--- src/rtl/wojs_pkg.sv ---
`timescale 1ns / 1ps
// shared types and constants for the windowed offset jitter statistics block
package wojs_pkg;

    localparam int OFFSET_BITS = 40;
    localparam int FRAC_BITS   = 16;
    localparam int MEAN_W      = OFFSET_BITS + FRAC_BITS;
    localparam int DIFF_W      = MEAN_W + 1;
    localparam int CMEAN_W     = 57;
    localparam int CDIFF_W     = CMEAN_W + 1;
    localparam int COMP_W      = 41;
    localparam int CNT_W       = 16;
    localparam int TOT_W       = 48;
    localparam int M2_W        = 64;
    localparam int DIVN_W      = 66;
    localparam int DIVD_W      = 48;
    localparam int MUL_W       = 64;
    localparam int PROD_W      = 2 * MUL_W;
    localparam int RAD_W       = 84;
    localparam int ROOT_W      = RAD_W / 2;
    localparam int OUT_W       = 40;

    localparam logic [CNT_W-1:0] WIN_RESET = 16'd1000;
    localparam logic [CNT_W-1:0] MIN_WIN   = 16'd2;

    typedef enum logic [4:0] {
        ST_IDLE,
        ST_MDIV,
        ST_MWAIT,
        ST_MUL1,
        ST_M1WAIT,
        ST_COMP,
        ST_CDIV,
        ST_CWAIT,
        ST_CHECK,
        ST_VDIV,
        ST_VWAIT,
        ST_MUL2,
        ST_M2WAIT,
        ST_SQ1,
        ST_SQ1WAIT,
        ST_SQ2,
        ST_SQ2WAIT,
        ST_DONE
    } state_t;

    typedef enum logic [1:0] {
        DIV_MEAN,
        DIV_COMP,
        DIV_VAR
    } div_sel_t;

    typedef enum logic {
        MUL_DELTA,
        MUL_MEAN
    } mul_sel_t;

    typedef enum logic {
        SQ_VAR,
        SQ_RMS
    } sqrt_sel_t;

    typedef struct packed {
        logic      load;
        logic      div_start;
        div_sel_t  div_sel;
        logic      upd_mean;
        logic      mul_start;
        mul_sel_t  mul_sel;
        logic      upd_m2;
        logic      upd_comp;
        logic      upd_comp_mean;
        logic      save_var;
        logic      save_msq;
        logic      sqrt_start;
        sqrt_sel_t sqrt_sel;
        logic      save_std;
        logic      save_rms;
        logic      out_load;
    } cmd_t;

    typedef struct packed {
        logic div_done;
        logic mul_done;
        logic sqrt_done;
        logic opposite;
        logic win_close;
        logic out_free;
    } status_t;

endpackage

--- src/rtl/wojs_ctrl.sv ---
`timescale 1ns / 1ps
// sequencing state machine for one sample through the shared arithmetic units
module wojs_ctrl
(
    input  logic              clk,
    input  logic              rst_n,
    input  logic              in_valid,
    output logic              in_ready,
    input  wojs_pkg::status_t sts,
    output wojs_pkg::cmd_t    cmd
);
    import wojs_pkg::*;

    state_t state_reg;
    state_t state_next;

    always_ff @(posedge clk or negedge rst_n)
    begin
        if (!rst_n)
        begin
            state_reg <= ST_IDLE;
        end
        else
        begin
            state_reg <= state_next;
        end
    end

    always_comb
    begin
        state_next = state_reg;
        cmd        = '0;
        in_ready   = 1'b0;
        case (state_reg)
            ST_IDLE:
            begin
                in_ready = 1'b1;
                if (in_valid)
                begin
                    cmd.load   = 1'b1;
                    state_next = ST_MDIV;
                end
            end
            ST_MDIV:
            begin
                cmd.div_start = 1'b1;
                cmd.div_sel   = DIV_MEAN;
                state_next    = ST_MWAIT;
            end
            ST_MWAIT:
            begin
                if (sts.div_done)
                begin
                    cmd.upd_mean = 1'b1;
                    state_next   = ST_MUL1;
                end
            end
            ST_MUL1:
            begin
                if (sts.opposite)
                begin
                    state_next = ST_COMP;
                end
                else
                begin
                    cmd.mul_start = 1'b1;
                    cmd.mul_sel   = MUL_DELTA;
                    state_next    = ST_M1WAIT;
                end
            end
            ST_M1WAIT:
            begin
                if (sts.mul_done)
                begin
                    cmd.upd_m2 = 1'b1;
                    state_next = ST_COMP;
                end
            end
            ST_COMP:
            begin
                cmd.upd_comp = 1'b1;
                state_next   = ST_CDIV;
            end
            ST_CDIV:
            begin
                cmd.div_start = 1'b1;
                cmd.div_sel   = DIV_COMP;
                state_next    = ST_CWAIT;
            end
            ST_CWAIT:
            begin
                if (sts.div_done)
                begin
                    cmd.upd_comp_mean = 1'b1;
                    state_next        = ST_CHECK;
                end
            end
            ST_CHECK:
            begin
                state_next = sts.win_close ? ST_VDIV : ST_DONE;
            end
            ST_VDIV:
            begin
                cmd.div_start = 1'b1;
                cmd.div_sel   = DIV_VAR;
                state_next    = ST_VWAIT;
            end
            ST_VWAIT:
            begin
                if (sts.div_done)
                begin
                    cmd.save_var = 1'b1;
                    state_next   = ST_MUL2;
                end
            end
            ST_MUL2:
            begin
                cmd.mul_start = 1'b1;
                cmd.mul_sel   = MUL_MEAN;
                state_next    = ST_M2WAIT;
            end
            ST_M2WAIT:
            begin
                if (sts.mul_done)
                begin
                    cmd.save_msq = 1'b1;
                    state_next   = ST_SQ1;
                end
            end
            ST_SQ1:
            begin
                cmd.sqrt_start = 1'b1;
                cmd.sqrt_sel   = SQ_VAR;
                state_next     = ST_SQ1WAIT;
            end
            ST_SQ1WAIT:
            begin
                if (sts.sqrt_done)
                begin
                    cmd.save_std = 1'b1;
                    state_next   = ST_SQ2;
                end
            end
            ST_SQ2:
            begin
                cmd.sqrt_start = 1'b1;
                cmd.sqrt_sel   = SQ_RMS;
                state_next     = ST_SQ2WAIT;
            end
            ST_SQ2WAIT:
            begin
                if (sts.sqrt_done)
                begin
                    cmd.save_rms = 1'b1;
                    state_next   = ST_DONE;
                end
            end
            ST_DONE:
            begin
                if (sts.out_free)
                begin
                    cmd.out_load = 1'b1;
                    state_next   = ST_IDLE;
                end
            end
            default:
            begin
                state_next = ST_IDLE;
            end
        endcase
    end

endmodule

--- config.mk ---
export PLATFORM = sky130hd
export DESIGN_NAME = wojs_ctrl
export DESIGN_NICKNAME = d
export VERILOG_FILES = /design/src/rtl/wojs_pkg.sv /design/src/rtl/wojs_ctrl.sv
export SDC_FILE = /design/constraint.sdc
export NUM_CORES = 1
export LEC_CHECK = 0
export CAP_MARGIN = 20
export CORE_MARGIN = 5
export CORE_UTILIZATION = 40
export DETAILED_ROUTE_END_ITERATION = 8
export DONT_BUFFER_PORTS = 1
export GPL_TIMING_DRIVEN = 0
export SYNTH_ARGS = -nofsm -noshare
export SYNTH_HDL_FRONTEND = slang
export SYNTH_SLANG_ARGS = --single-unit
--- constraint.sdc ---
create_clock -name clk -period 1.55 [get_ports clk]
set_input_delay 0.0775 -clock clk [delete_from_list [all_inputs] [get_ports clk]]
set_output_delay 0.0775 -clock clk [all_outputs]
set_load 0.1 [all_outputs]
# [After elaboration in Yosys (flattened, before gate mapping)]
# Cells that the tools add are included.
[totals] mem_bits_ro=0 n_memories=0 mem_bits_rw=0 elab_cells=61 latchBits=0 inputBits=9 ff_bits=5
[op_classes] multipliers=0 shifts=0 div=0 n_bitwise=0 n_reduce_logical=2 n_addsub=0 muxes=32 eq_ne=26 n_lt_le_gt_ge=0
[op_table] cell="case mux 5 bit (18 select lines)" n=1
[op_table] cell="two-way mux 5 bit" n=10
[op_table] cell="equality test 5 x 4 -> 1 bit, second input constant" n=8
[op_table] cell="equality test 5 x 3 -> 1 bit, second input constant" n=4
[op_table] cell="inequality test 2 bit, second input constant" n=9
[op_table] cell="two-way mux 1 bit" n=17
[op_table] cell="equality test 5 x 2 -> 1 bit, second input constant" n=2
[op_table] cell="equality test 5 bit, second input constant" n=2
[op_table] cell="case mux 3 bit (3 select lines)" n=1
[op_table] cell="AND reduction 9 bit" n=1
[op_table] cell="case mux 2 bit (2 select lines)" n=2
[op_table] cell="equality test 5 x 1 -> 1 bit, second input constant" n=1
[op_table] cell="zero test 5 bit" n=1
[op_table] cell="two-way mux 2 bit" n=1

# [Depth between registers and ports, before layout]
# Gate-level depths: netlist of the first run.
[logic_depth] ltp_word=3 depth_mapped=6 depth_no_buf=5

# [Worst setup path after synthesis of the first run]
# OpenSTA, ideal clock, no wires.
[synth_path] kind="register to output" from="register state_reg[2]" to="output port cmd[1] in the netlist's numbering" path_slack_ps=-2427 required_ps=1472 path_stages_with_launch=5 arrival_ps=3899 path_buffers=1 path_cell_list="dfrtp_1 > buf_6 > nor2_1 > nand2_1 > nor4b_1"
[synth_rtl] element="start, declared" line="wojs_ctrl.sv:14" text="state_t state_reg;"
[synth_rtl] element="start signal, assigned" line="wojs_ctrl.sv:25" text="state_reg <= state_next;"
[synth_rtl] element="end, declared" line="wojs_ctrl.sv:10" text="output wojs_pkg::cmd_t cmd"

==> flow_metrics.tcl, run 1 <==
set metrics [dict create \
    worst_pin_slew_ps 1030 \
    final_nets 135 \
    r2r-start "state_reg[0]$_DFFE_PN0P_" \
    slew_violations 0 \
    end_kind "output pin" \
    grt_pass1_wl_mm 4.80 \
    path_cells "buf_6, clkinv_4, nand2_4, nor2_4, nand2_4, nor3_4" \
    drt_iter0_drc 35 \
    violations "setup timing" \
    pre_cts_ws_ps -332 \
    rsz0062_at_grt "true" \
    drive_gt1_frac 0.720 \
    synthFlopType "dfrtp_1" \
    ant_nets 0 \
    synth_fp_nets 91 \
    yosys.area.top_type_share 0.208 \
    num_rows 14 \
    use_met1 0.270 \
    syn_area_per_cell_um2 7.32 \
    startpoint "state_reg[0]$_DFFE_PN0P_" \
    portBuffers 0 \
    gp_congestion 0.736 \
    skew_ps 10.1 \
    slew_headroom 0.310 \
    dp_hpwl_mm 1.32 \
    root_buffer "clkbuf_4" \
    synth_edf_count 0 \
    cpLargestDelayFamily "simple AND/OR/NAND/NOR gates" \
    grt_pass1_vias 919 \
    cp-start-kind "flop" \
    area_growth_pct 133 \
    synth-seq-area-share 0.208 \
    ios 27 \
    crit_type "reg -> out" \
    clk_pin_slew_ps 60 \
    grtUsageMet3 0.0859 \
    syn-cell-area_um2 601 \
    tritoncts "built" \
    worstPathRequired_ps 1470 \
    maxCapViolations 0 \
    crit_top_cell "nand2_4" \
    grt_max_degree 9 \
    grt_overflow 0 \
    synthCells 82 \
    worstPathArrival_ps 1950 \
    setup_ws_ps -482 \
    nFillCells 37 \
    antennaDiodeCount 0 \
    use_met2 0.457 \
    min_period_ps 2030 \
    grt-busiest-layer "met2" \
    finalHoldViolations 0 \
    totalWireLength_mm 3.67 \
    insertion_delay_ps 270 \
    clock.fmax_mhz 492 \
    min_period_over_period 1.31 \
    cts_buffers 3 \
    async_reset_ff_frac 1.00 \
    cp_max_fo 2 \
    initial_utilization 0.408 \
    vias 934 \
    viasPerCell 6.62 \
    largest_register_ffs 5 \
    drt_first_pass_iters 4 \
    cts_sinks 5 \
    yosysUniqueCellTypes 33 \
    path_buf_inv 2 \
    htreeDepth 1 \
    max_stage_delay_ps 800 \
    ys_warn_count 0 \
    coreArea_um2 1470 \
    setup_tns_ps -7630 \
    wire_per_inst_um 26.0 \
    drc 0 \
    die_w_um 48.8 \
    track_usage 0.264 \
    slowest_stage "nor3_4" \
    setup_viol 23 \
    ys_ff_latch 5 \
    hp-class "in -> reg" \
    dieArea_um2 2380 \
    antenna_found_initial 0 \
    cts_buffer_depth 2 \
    worstHoldStart "sts[2]" \
    yosys.area.top_type "dfrtp_1" \
    netlist_top_cells_area "dfrtp_1 21%, nor3_1 8.3%, nor2_1 8.1%" \
    die_h_um 48.8 \
    status "complete, but fails checks" \
]
==> logic make-up after synthesis <==
family                 count (synthesis)  synth area share
and+or+nand+nor                       50             0.471
buffers and inverters                 11             0.106
AOI/OAI and AO/OA                     14             0.181
muxes                                  2            0.0333
DFF                                    5             0.208
==> what timing repair did <==
action / in CTS / in global routing
setup buffers: 32 / 6
endpoints found under the hold margin: 5 / 0
gates resized for setup: 29 / 7
hold buffers: 1 / 0
pin swaps: 31 / 18
setup endpoints to repair: 23 / 23
==> layout make-up <==
class | instances | area, um^2 | share of cell area
repair buffers | 39 | 372 | 0.266
inverters | 3 | 16.3 | 0.0116
plain buffers | 8 | 126 | 0.0905
well taps | 16 | 20.0 | 0.0143
multi-input cells | 66 | 711 | 0.509
clock buffers | 4 | 26.3 | 0.0188
flip-flops and latches | 5 | 125 | 0.0896
==> synthesized netlist by cell type, types with 2 or more instances <==
master,n
a21oi_1,4
buf_2,3
buf_6,2
clkbuf_1,2
dfrtp_1,5
inv_1,3
mux2i_1,2
nand2_1,9
nand2b_1,4
nor2_1,13
nor2b_1,3
nor3_1,10
nor4b_1,2
==> per-layer routing <==
metal  vias up  share of wire
li1        379              -
met1       445           0.34
met2        84           0.50
met3        26          0.095
met4         0          0.069
met5         -              0
==> metrics by stage <==
step	instance area, um^2	instances	util	hold slack, ps
after CTS	1340	136	0.907	36.7
after global routing	1400	141	0.949	79.8
final	1400	141	0.949	84.8
after floorplan	880	82	-	-218
after global placement	900	98	0.611	-218
after detailed placement	915	99	0.622	-218
==> cell usage in the layout (no fill, tap or decap), drive strengths merged, types with 2 or more instances in the layout <==
| cell | netlist | final |
|---|---|---|
| nor2b | 3 | 3 |
| buf | 6 | 44 |
| nand2b | 4 | 4 |
| mux2i | 2 | 2 |
| a21oi | 4 | 4 |
| inv | 3 | 2 |
| dfrtp | 5 | 5 |
| nor3 | 10 | 10 |
| nor2 | 13 | 13 |
| nor4b | 2 | 2 |
| nand2 | 9 | 9 |
| o21ai | 2 | 2 |
| clkbuf | 2 | 6 |
==> path summary, 6_finish.rpt <==
path	end	slack, ps	cells past startpoint
setup / recovery	cmd[12]	-480	6
hold / removal	state_reg[0]$_DFFE_PN0P_	80	2
setup reg to reg	state_reg[4]$_DFFE_PN0P_	-290	7
hold reg to reg	state_reg[0]$_DFFE_PN0P_	880	4
max in group asynchronous	state_reg[3]$_DFFE_PN0P_	1230	1
min in group asynchronous	state_reg[2]$_DFFE_PN0P_	110	1
==> worst reg2reg max path, stage by stage (launching register included) <==
cell     delay, ps
dfrtp_1        410
buf_6          140
buf_4          170
nand2_4        100
buf_6          140
buf_6          120
nor2_4         500
o31a_1         200
Power of run 1 is left out: the tool's default activity adds up to more than one toggle a clock period on the data nets, which glitch-free logic cannot reach.
==> run 2, diff against run 1 <==
--- a/config.mk
+++ b/config.mk
@@ -6,6 +6,7 @@
 export NUM_CORES = 1
 export LEC_CHECK = 0
 export CAP_MARGIN = 20
+export CORE_ASPECT_RATIO = 1.1
 export CORE_MARGIN = 5
 export CORE_UTILIZATION = 40
 export DETAILED_ROUTE_END_ITERATION = 8
==> run 2 against run 1 <==
  * The flow now stops in global routing
  * Synthesized cell count stayed put
  * Area after synthesis stayed put
==> flow_metrics.tcl, run 2 <==
set metrics [dict create \
    status "stopped before the end" \
    haltStage "global routing" \
    stop_error "[ERROR DPL-0038] Utilization greater than 100%, impossible to legalize" \
    place_area_um2 915 \
    portBuffers 0 \
    yosys.area.top_type_share 0.208 \
    ys_warn_count 0 \
    die_h_um 50.6 \
    synthFlopType "dfrtp_1" \
    cts_buffer_depth 2 \
    dp_hpwl_mm 1.39 \
    netlist_top_cells_area "dfrtp_1 21%, nor3_1 8.3%, nor2_1 8.1%" \
    synthCells 82 \
    ios 27 \
    synth-seq-area-share 0.208 \
    root_buffer "clkbuf_4" \
    syn-cell-area_um2 601 \
    netlist_top_cells_count "13 x nor2_1, 10 x nor3_1, 9 x nand2_1" \
    async_reset_ff_frac 1.00 \
    die_w_um 46.9 \
    syn_area_per_cell_um2 7.32 \
    grt_max_degree 10 \
    synth_edf_count 0 \
    yosysMostFrequentCell "nor2_1" \
    gp_congestion 0.762 \
    synth_fp_nets 91 \
    yosysUniqueCellTypes 33 \
    htreeDepth 1 \
    cts_sinks 5 \
    cts_buffers 3 \
    yosys.area.top_type "dfrtp_1" \
    ys_ff_latch 5 \
    worstEndpointType "primary output" \
    initial_utilization 0.429 \
    crit_endpoint "cmd[12]" \
    pre_cts_ws_ps -317 \
    num_rows 14 \
]
[run 2: metrics by stage]
| stage | setup TNS [ps] | cells | hold slack (ps) | utilization |
|---|---|---|---|---|
| 2_1_floorplan | -1040 | 82 | -218 | - |
| 3_3_place_gp | -2440 | 98 | -218 | 0.642 |
| 3_5_place_dp | -2060 | 99 | -218 | 0.653 |
| 4_1_cts | -5610 | 133 | 47.5 | 0.931 |
[run 2: kinds of logic after synthesis]
logic type             synth area share
and+or+nand+nor                   0.471
muxes                            0.0333
DFF                               0.208
AOI/OAI and AO/OA                 0.181
buffers and inverters             0.106
[run 2: what timing repair did]
action | CTS
hold buffers | 1
pin swaps | 26
setup endpoints to repair | 23
gates cloned | 0
hold endpoints to repair | 5
resized for setup | 26
setup buffers | 29
==> run 3, diff against run 2 <==
--- a/config.mk
+++ b/config.mk
@@ -6,12 +6,12 @@
 export NUM_CORES = 1
 export LEC_CHECK = 0
 export CAP_MARGIN = 20
-export CORE_ASPECT_RATIO = 1.1
-export CORE_MARGIN = 5
-export CORE_UTILIZATION = 40
+export CORE_AREA = 5 5 66 68
 export DETAILED_ROUTE_END_ITERATION = 8
+export DIE_AREA = 0 0 71 73
 export DONT_BUFFER_PORTS = 1
 export GPL_TIMING_DRIVEN = 0
+export PLACE_DENSITY_LB_ADDON = 0.15
 export SYNTH_ARGS = -nofsm -noshare
 export SYNTH_HDL_FRONTEND = slang
 export SYNTH_SLANG_ARGS = --single-unit
==> run 3 against run 2 <==
  * The flow now finishes, with violations (setup timing)
==> flow_metrics.tcl, run 3 (same netlist as run 1, synthesis figures left out) <==
set metrics [dict create \
    largest_register_ffs 5 \
    max_stage_delay_ps 820 \
    ant_nets 0 \
    skew_ps 0.136 \
    worstPathRequired_ps 1470 \
    hold_depth 2 \
    root_buffer "clkbuf_8" \
    grt_pass1_wl_mm 4.40 \
    antennaDiodeCount 0 \
    grt_overflow 0 \
    violations "setup timing" \
    slowest_stage "nor3_4" \
    r2r_end "state_reg[1]$_DFFE_PN0P_" \
    tritoncts "built" \
    insertion_delay_ps 220 \
    worstHoldStart "sts[2]" \
    r2r-start "state_reg[0]$_DFFE_PN0P_" \
    htreeDepth 1 \
    route.met2.wl_mm 1.45 \
    dieArea_um2 5180 \
    cp_max_fo 5 \
    worstPathArrival_ps 1850 \
    finalHoldViolations 0 \
    ios 27 \
    final_nets 133 \
    initial_utilization 0.158 \
    coreArea_um2 3800 \
    slew_headroom 0.325 \
    cts_buffers 3 \
    status "complete, but fails checks" \
    hp-class "in -> reg" \
    clock.fmax_mhz 519 \
    cp-start-kind "flop" \
    crit_type "reg -> out" \
    path_cells "buf_6, clkbuf_16, nand2b_4, nor3_4" \
    min_period_over_period 1.24 \
    drc 0 \
    rsz0062_at_grt "true" \
    clk_pin_slew_ps 30 \
    setup_viol 23 \
    worst_pin_slew_ps 1010 \
    drive_gt1_frac 0.715 \
    num_rows 23 \
    min_period_ps 1930 \
    maxCapViolations 0 \
    totalWireLength_mm 2.68 \
    cts_sinks 5 \
    antenna_found_initial 0 \
    grt_max_degree 9 \
    setup_ws_ps -376 \
    gp_congestion 0.695 \
    end_kind "output pin" \
    viasPerCell 4.54 \
    routed.top_layer "met4" \
    track_usage 0.111 \
    vias 785 \
    portBuffers 0 \
    layout_common_cells "24 x buf_4, 14 x buf_6, 9 x nor3_4, 8 x nor2_4, 5 x dfrtp_1" \
    die_w_um 71 \
    drt_first_pass_iters 3 \
    dp_hpwl_mm 1.75 \
    cts_buffer_depth 2 \
    drt_iter0_drc 44 \
    worstRegToRegCells 8 \
    slew_violations 0 \
    whs_endpoint "state_reg[0]$_DFFE_PN0P_" \
    stdcell_area_um2 1440 \
    place_area_um2 957 \
    wire_per_inst_um 15.5 \
    area_growth_pct 140 \
    final_common_cell "buf_4" \
    wl_met3_um 131 \
    grt_pass1_vias 840 \
    regToRegSetupSlack_ps -160 \
    drt-met1-wl_mm 1.06 \
    die_h_um 73 \
]
## run 3: worst max-delay path by stage
stage / endpoint / cells after the start / from
finish: cmd[14] / 4 / state_reg[2]$_DFFE_PN0P_
global route: cmd[12] / 6 / state_reg[0]$_DFFE_PN0P_
CTS: cmd[12] / 6 / state_reg[0]$_DFFE_PN0P_
detailed placement: cmd[12] / 5 / state_reg[1]$_DFFE_PN0P_
global placement: cmd[12] / 5 / state_reg[1]$_DFFE_PN0P_
floorplan: cmd[1] / 4 / state_reg[3]$_DFFE_PN0P_
## run 3: area by class of cell
cell class / instances / area, um^2
timing repair buffer: 37 / 342
clock buffer: 4 / 45.0
inverter: 3 / 18.8
multi-input combinational: 66 / 723
buffer: 8 / 126
tap: 50 / 62.6
sequential: 5 / 125
fill: 387 / 2360
## run 3: stage by stage
step	util	cells	setup slack, ps	hold slack, ps	TNS (ps)
2_1_floorplan	-	82	-283	-218	-1040
3_3_place_gp	0.248	132	-385	-218	-3120
3_5_place_dp	0.252	133	-367	-218	-2670
4_1_cts	0.354	168	-396	79.0	-4660
5_1_grt	0.380	173	-434	122	-6220
6_report	0.380	173	-376	101	-5030
## run 3: metal layers
metal  vias to the layer above  track usage
li1                        377            -
met3                         4       0.0248
met5                         -            0
met2                        19        0.194
met1                       385        0.132
met4                         0       0.0459
## run 3: critical path: cells and delay by family, from the launching register on
kind / cells / cell delay, ps
AND/OR/NAND/NOR: 2 / 970
flip-flops: 1 / 360
buffers and inverters: 2 / 290
## run 3: repair_timing
item / in CTS / in global routing
pin swaps: 27 / 21
resized for setup: 21 / 14
endpoints found under the setup margin: 23 / 23
hold endpoints to repair: 5 / 0
setup buffers: 30 / 8
hold buffers: 1 / 0
Power of run 3 is left out for the same reason.
==> run 4, diff against run 3 <==
--- a/config.mk
+++ b/config.mk
@@ -6,6 +6,8 @@
 export NUM_CORES = 1
 export LEC_CHECK = 0
 export CAP_MARGIN = 20
+export CELL_PAD_IN_SITES_DETAIL_PLACEMENT = 1
+export CELL_PAD_IN_SITES_GLOBAL_PLACEMENT = 1
 export CORE_AREA = 5 5 66 68
 export DETAILED_ROUTE_END_ITERATION = 8
 export DIE_AREA = 0 0 71 73
==> run 4 against run 3 <==
  * The flow still finishes with violations (setup timing)
  * Sequential share of layout area decreased by 0.30 points
  * Critical path depth rose by 2
  * Utilization increased by 1.4 points
  * Clock skew up 2.6 ps
  * Final cell count increased by 3.5%
  * Non-clock buffer count increased by 6
  * First-iteration DRC count decreased by 59%
  * Die area is the same
  * Flip-flop and latch count unchanged
  * Critical path type unchanged
==> flow_metrics.tcl, run 4 (same netlist as run 1, synthesis figures left out) <==
set metrics [dict create \
    clock.fmax_mhz 513 \
    dieArea_um2 5180 \
    use_met2 0.214 \
    min_period_over_period 1.26 \
    totalWireLength_mm 3.11 \
    die_h_um 73 \
    final_common_cell "buf_4" \
    root_buffer "clkbuf_8" \
    slew_violations 0 \
    cp-start-kind "flop" \
    antennaDiodeCount 0 \
    cts_buffers 3 \
    worstPathArrival_ps 1870 \
    skew_ps 2.77 \
    worst_pin_slew_ps 1010 \
    setup_tns_ps -5630 \
    worstPathRequired_ps 1470 \
    grtUsageMet3 0.0220 \
    wire_per_inst_um 17.4 \
    crit_type "reg -> out" \
    end_kind "output pin" \
    tritoncts "built" \
    setup_ws_ps -400 \
    cts_buffer_depth 2 \
    drt_iter0_drc 18 \
    final_nets 139 \
    num_rows 23 \
    layoutNonFillerInstCount 179 \
    layout_common_cells "29 x buf_4, 14 x buf_6, 9 x nor3_4, 8 x nor2_4, 5 x dfrtp_1" \
    htreeDepth 1 \
    grt_pass1_wl_mm 4.86 \
    coreArea_um2 3800 \
    clk_pin_slew_ps 40 \
    antenna_found_initial 0 \
    grt_overflow 0 \
    rsz0062_at_grt "true" \
    insertion_delay_ps 230 \
    portBuffers 0 \
    drc 0 \
    drive_gt1_frac 0.729 \
    vias 808 \
    maxCapViolations 0 \
    post-place-cells 133 \
    finalHoldViolations 0 \
    grt_max_degree 11 \
    use_met1 0.150 \
    grt_pass1_vias 855 \
    largest_register_ffs 5 \
    hp-class "in -> reg" \
    drt_first_pass_iters 4 \
    violations "setup timing" \
    area_growth_pct 149 \
    grt-busiest-layer "met2" \
    die_w_um 71 \
    cp_max_fo 2 \
    dp_hpwl_mm 1.78 \
    viasPerCell 4.51 \
    track_usage 0.123 \
    setup_viol 23 \
    ant_nets 0 \
    ios 27 \
    min_period_ps 1950 \
    slew_headroom 0.324 \
    cts_sinks 5 \
    status "complete, but fails checks" \
    initial_utilization 0.158 \
    gp_congestion 0.756 \
]
-- run 4: layer usage --
metal,vias up,wire (um),share of wire
met4,0,37,0.012
met3,3,196,0.063
met5,-,0,0
met1,396,1240,0.40
li1,387,-,-
met2,22,1630,0.52
-- run 4: worst paths after layout --
kind,slack [ps],end,cells after the start,start
worst min register to register,840,state_reg[1]$_DFFE_PN0P_,3,state_reg[1]$_DFFE_PN0P_
worst max register to register,-230,state_reg[4]$_DFFE_PN0P_,9,state_reg[1]$_DFFE_PN0P_
max in group asynchronous,1210,state_reg[2]$_DFFE_PN0P_,1,rst_n
worst max-delay path,-400,cmd[12],6,state_reg[0]$_DFFE_PN0P_
min in group asynchronous,150,state_reg[3]$_DFFE_PN0P_,1,rst_n
worst min-delay path,80,state_reg[0]$_DFFE_PN0P_,2,sts[2]
-- run 4: area by class of cell --
cell class	instances	area (um^2)
clock buffers	4	45.0
fillers	433	2300
plain buffers	8	130
multi-input cells	66	717
well taps	50	62.6
inverters	3	18.8
repair buffers	43	395
flip-flops and latches	5	125
-- run 4: critical path, cell delays in order, from the launching register on --
cell,delay (ps)
dfrtp_1,400
buf_8,150
inv_8,50
nand2_8,40
nor2_4,130
nand2_4,70
nor3_4,800
-- run 4: timing repair --
| action | 4_1_cts | 5_1_grt |
|---|---|---|
| resized for setup | 21 | 13 |
| pin swaps | 21 | 25 |
| buffers inserted | 32 | 11 |
| setup endpoints to repair | 23 | 23 |
| hold buffers | 1 | 0 |
| gates cloned | 0 | 0 |
| hold endpoints to repair | 5 | 0 |
-- run 4: per-stage QoR --
step           setup slack (ps)  area [um^2]  hold slack, ps   util
3_3_place_gp               -386          942            -218  0.248
2_1_floorplan              -283          880            -218      -
3_5_place_dp               -356          957            -218  0.252
6_report                   -400         1490            79.7  0.393
5_1_grt                    -434         1490             113  0.393
4_1_cts                    -383         1380            98.8  0.363
Power of run 4 is left out for the same reason.
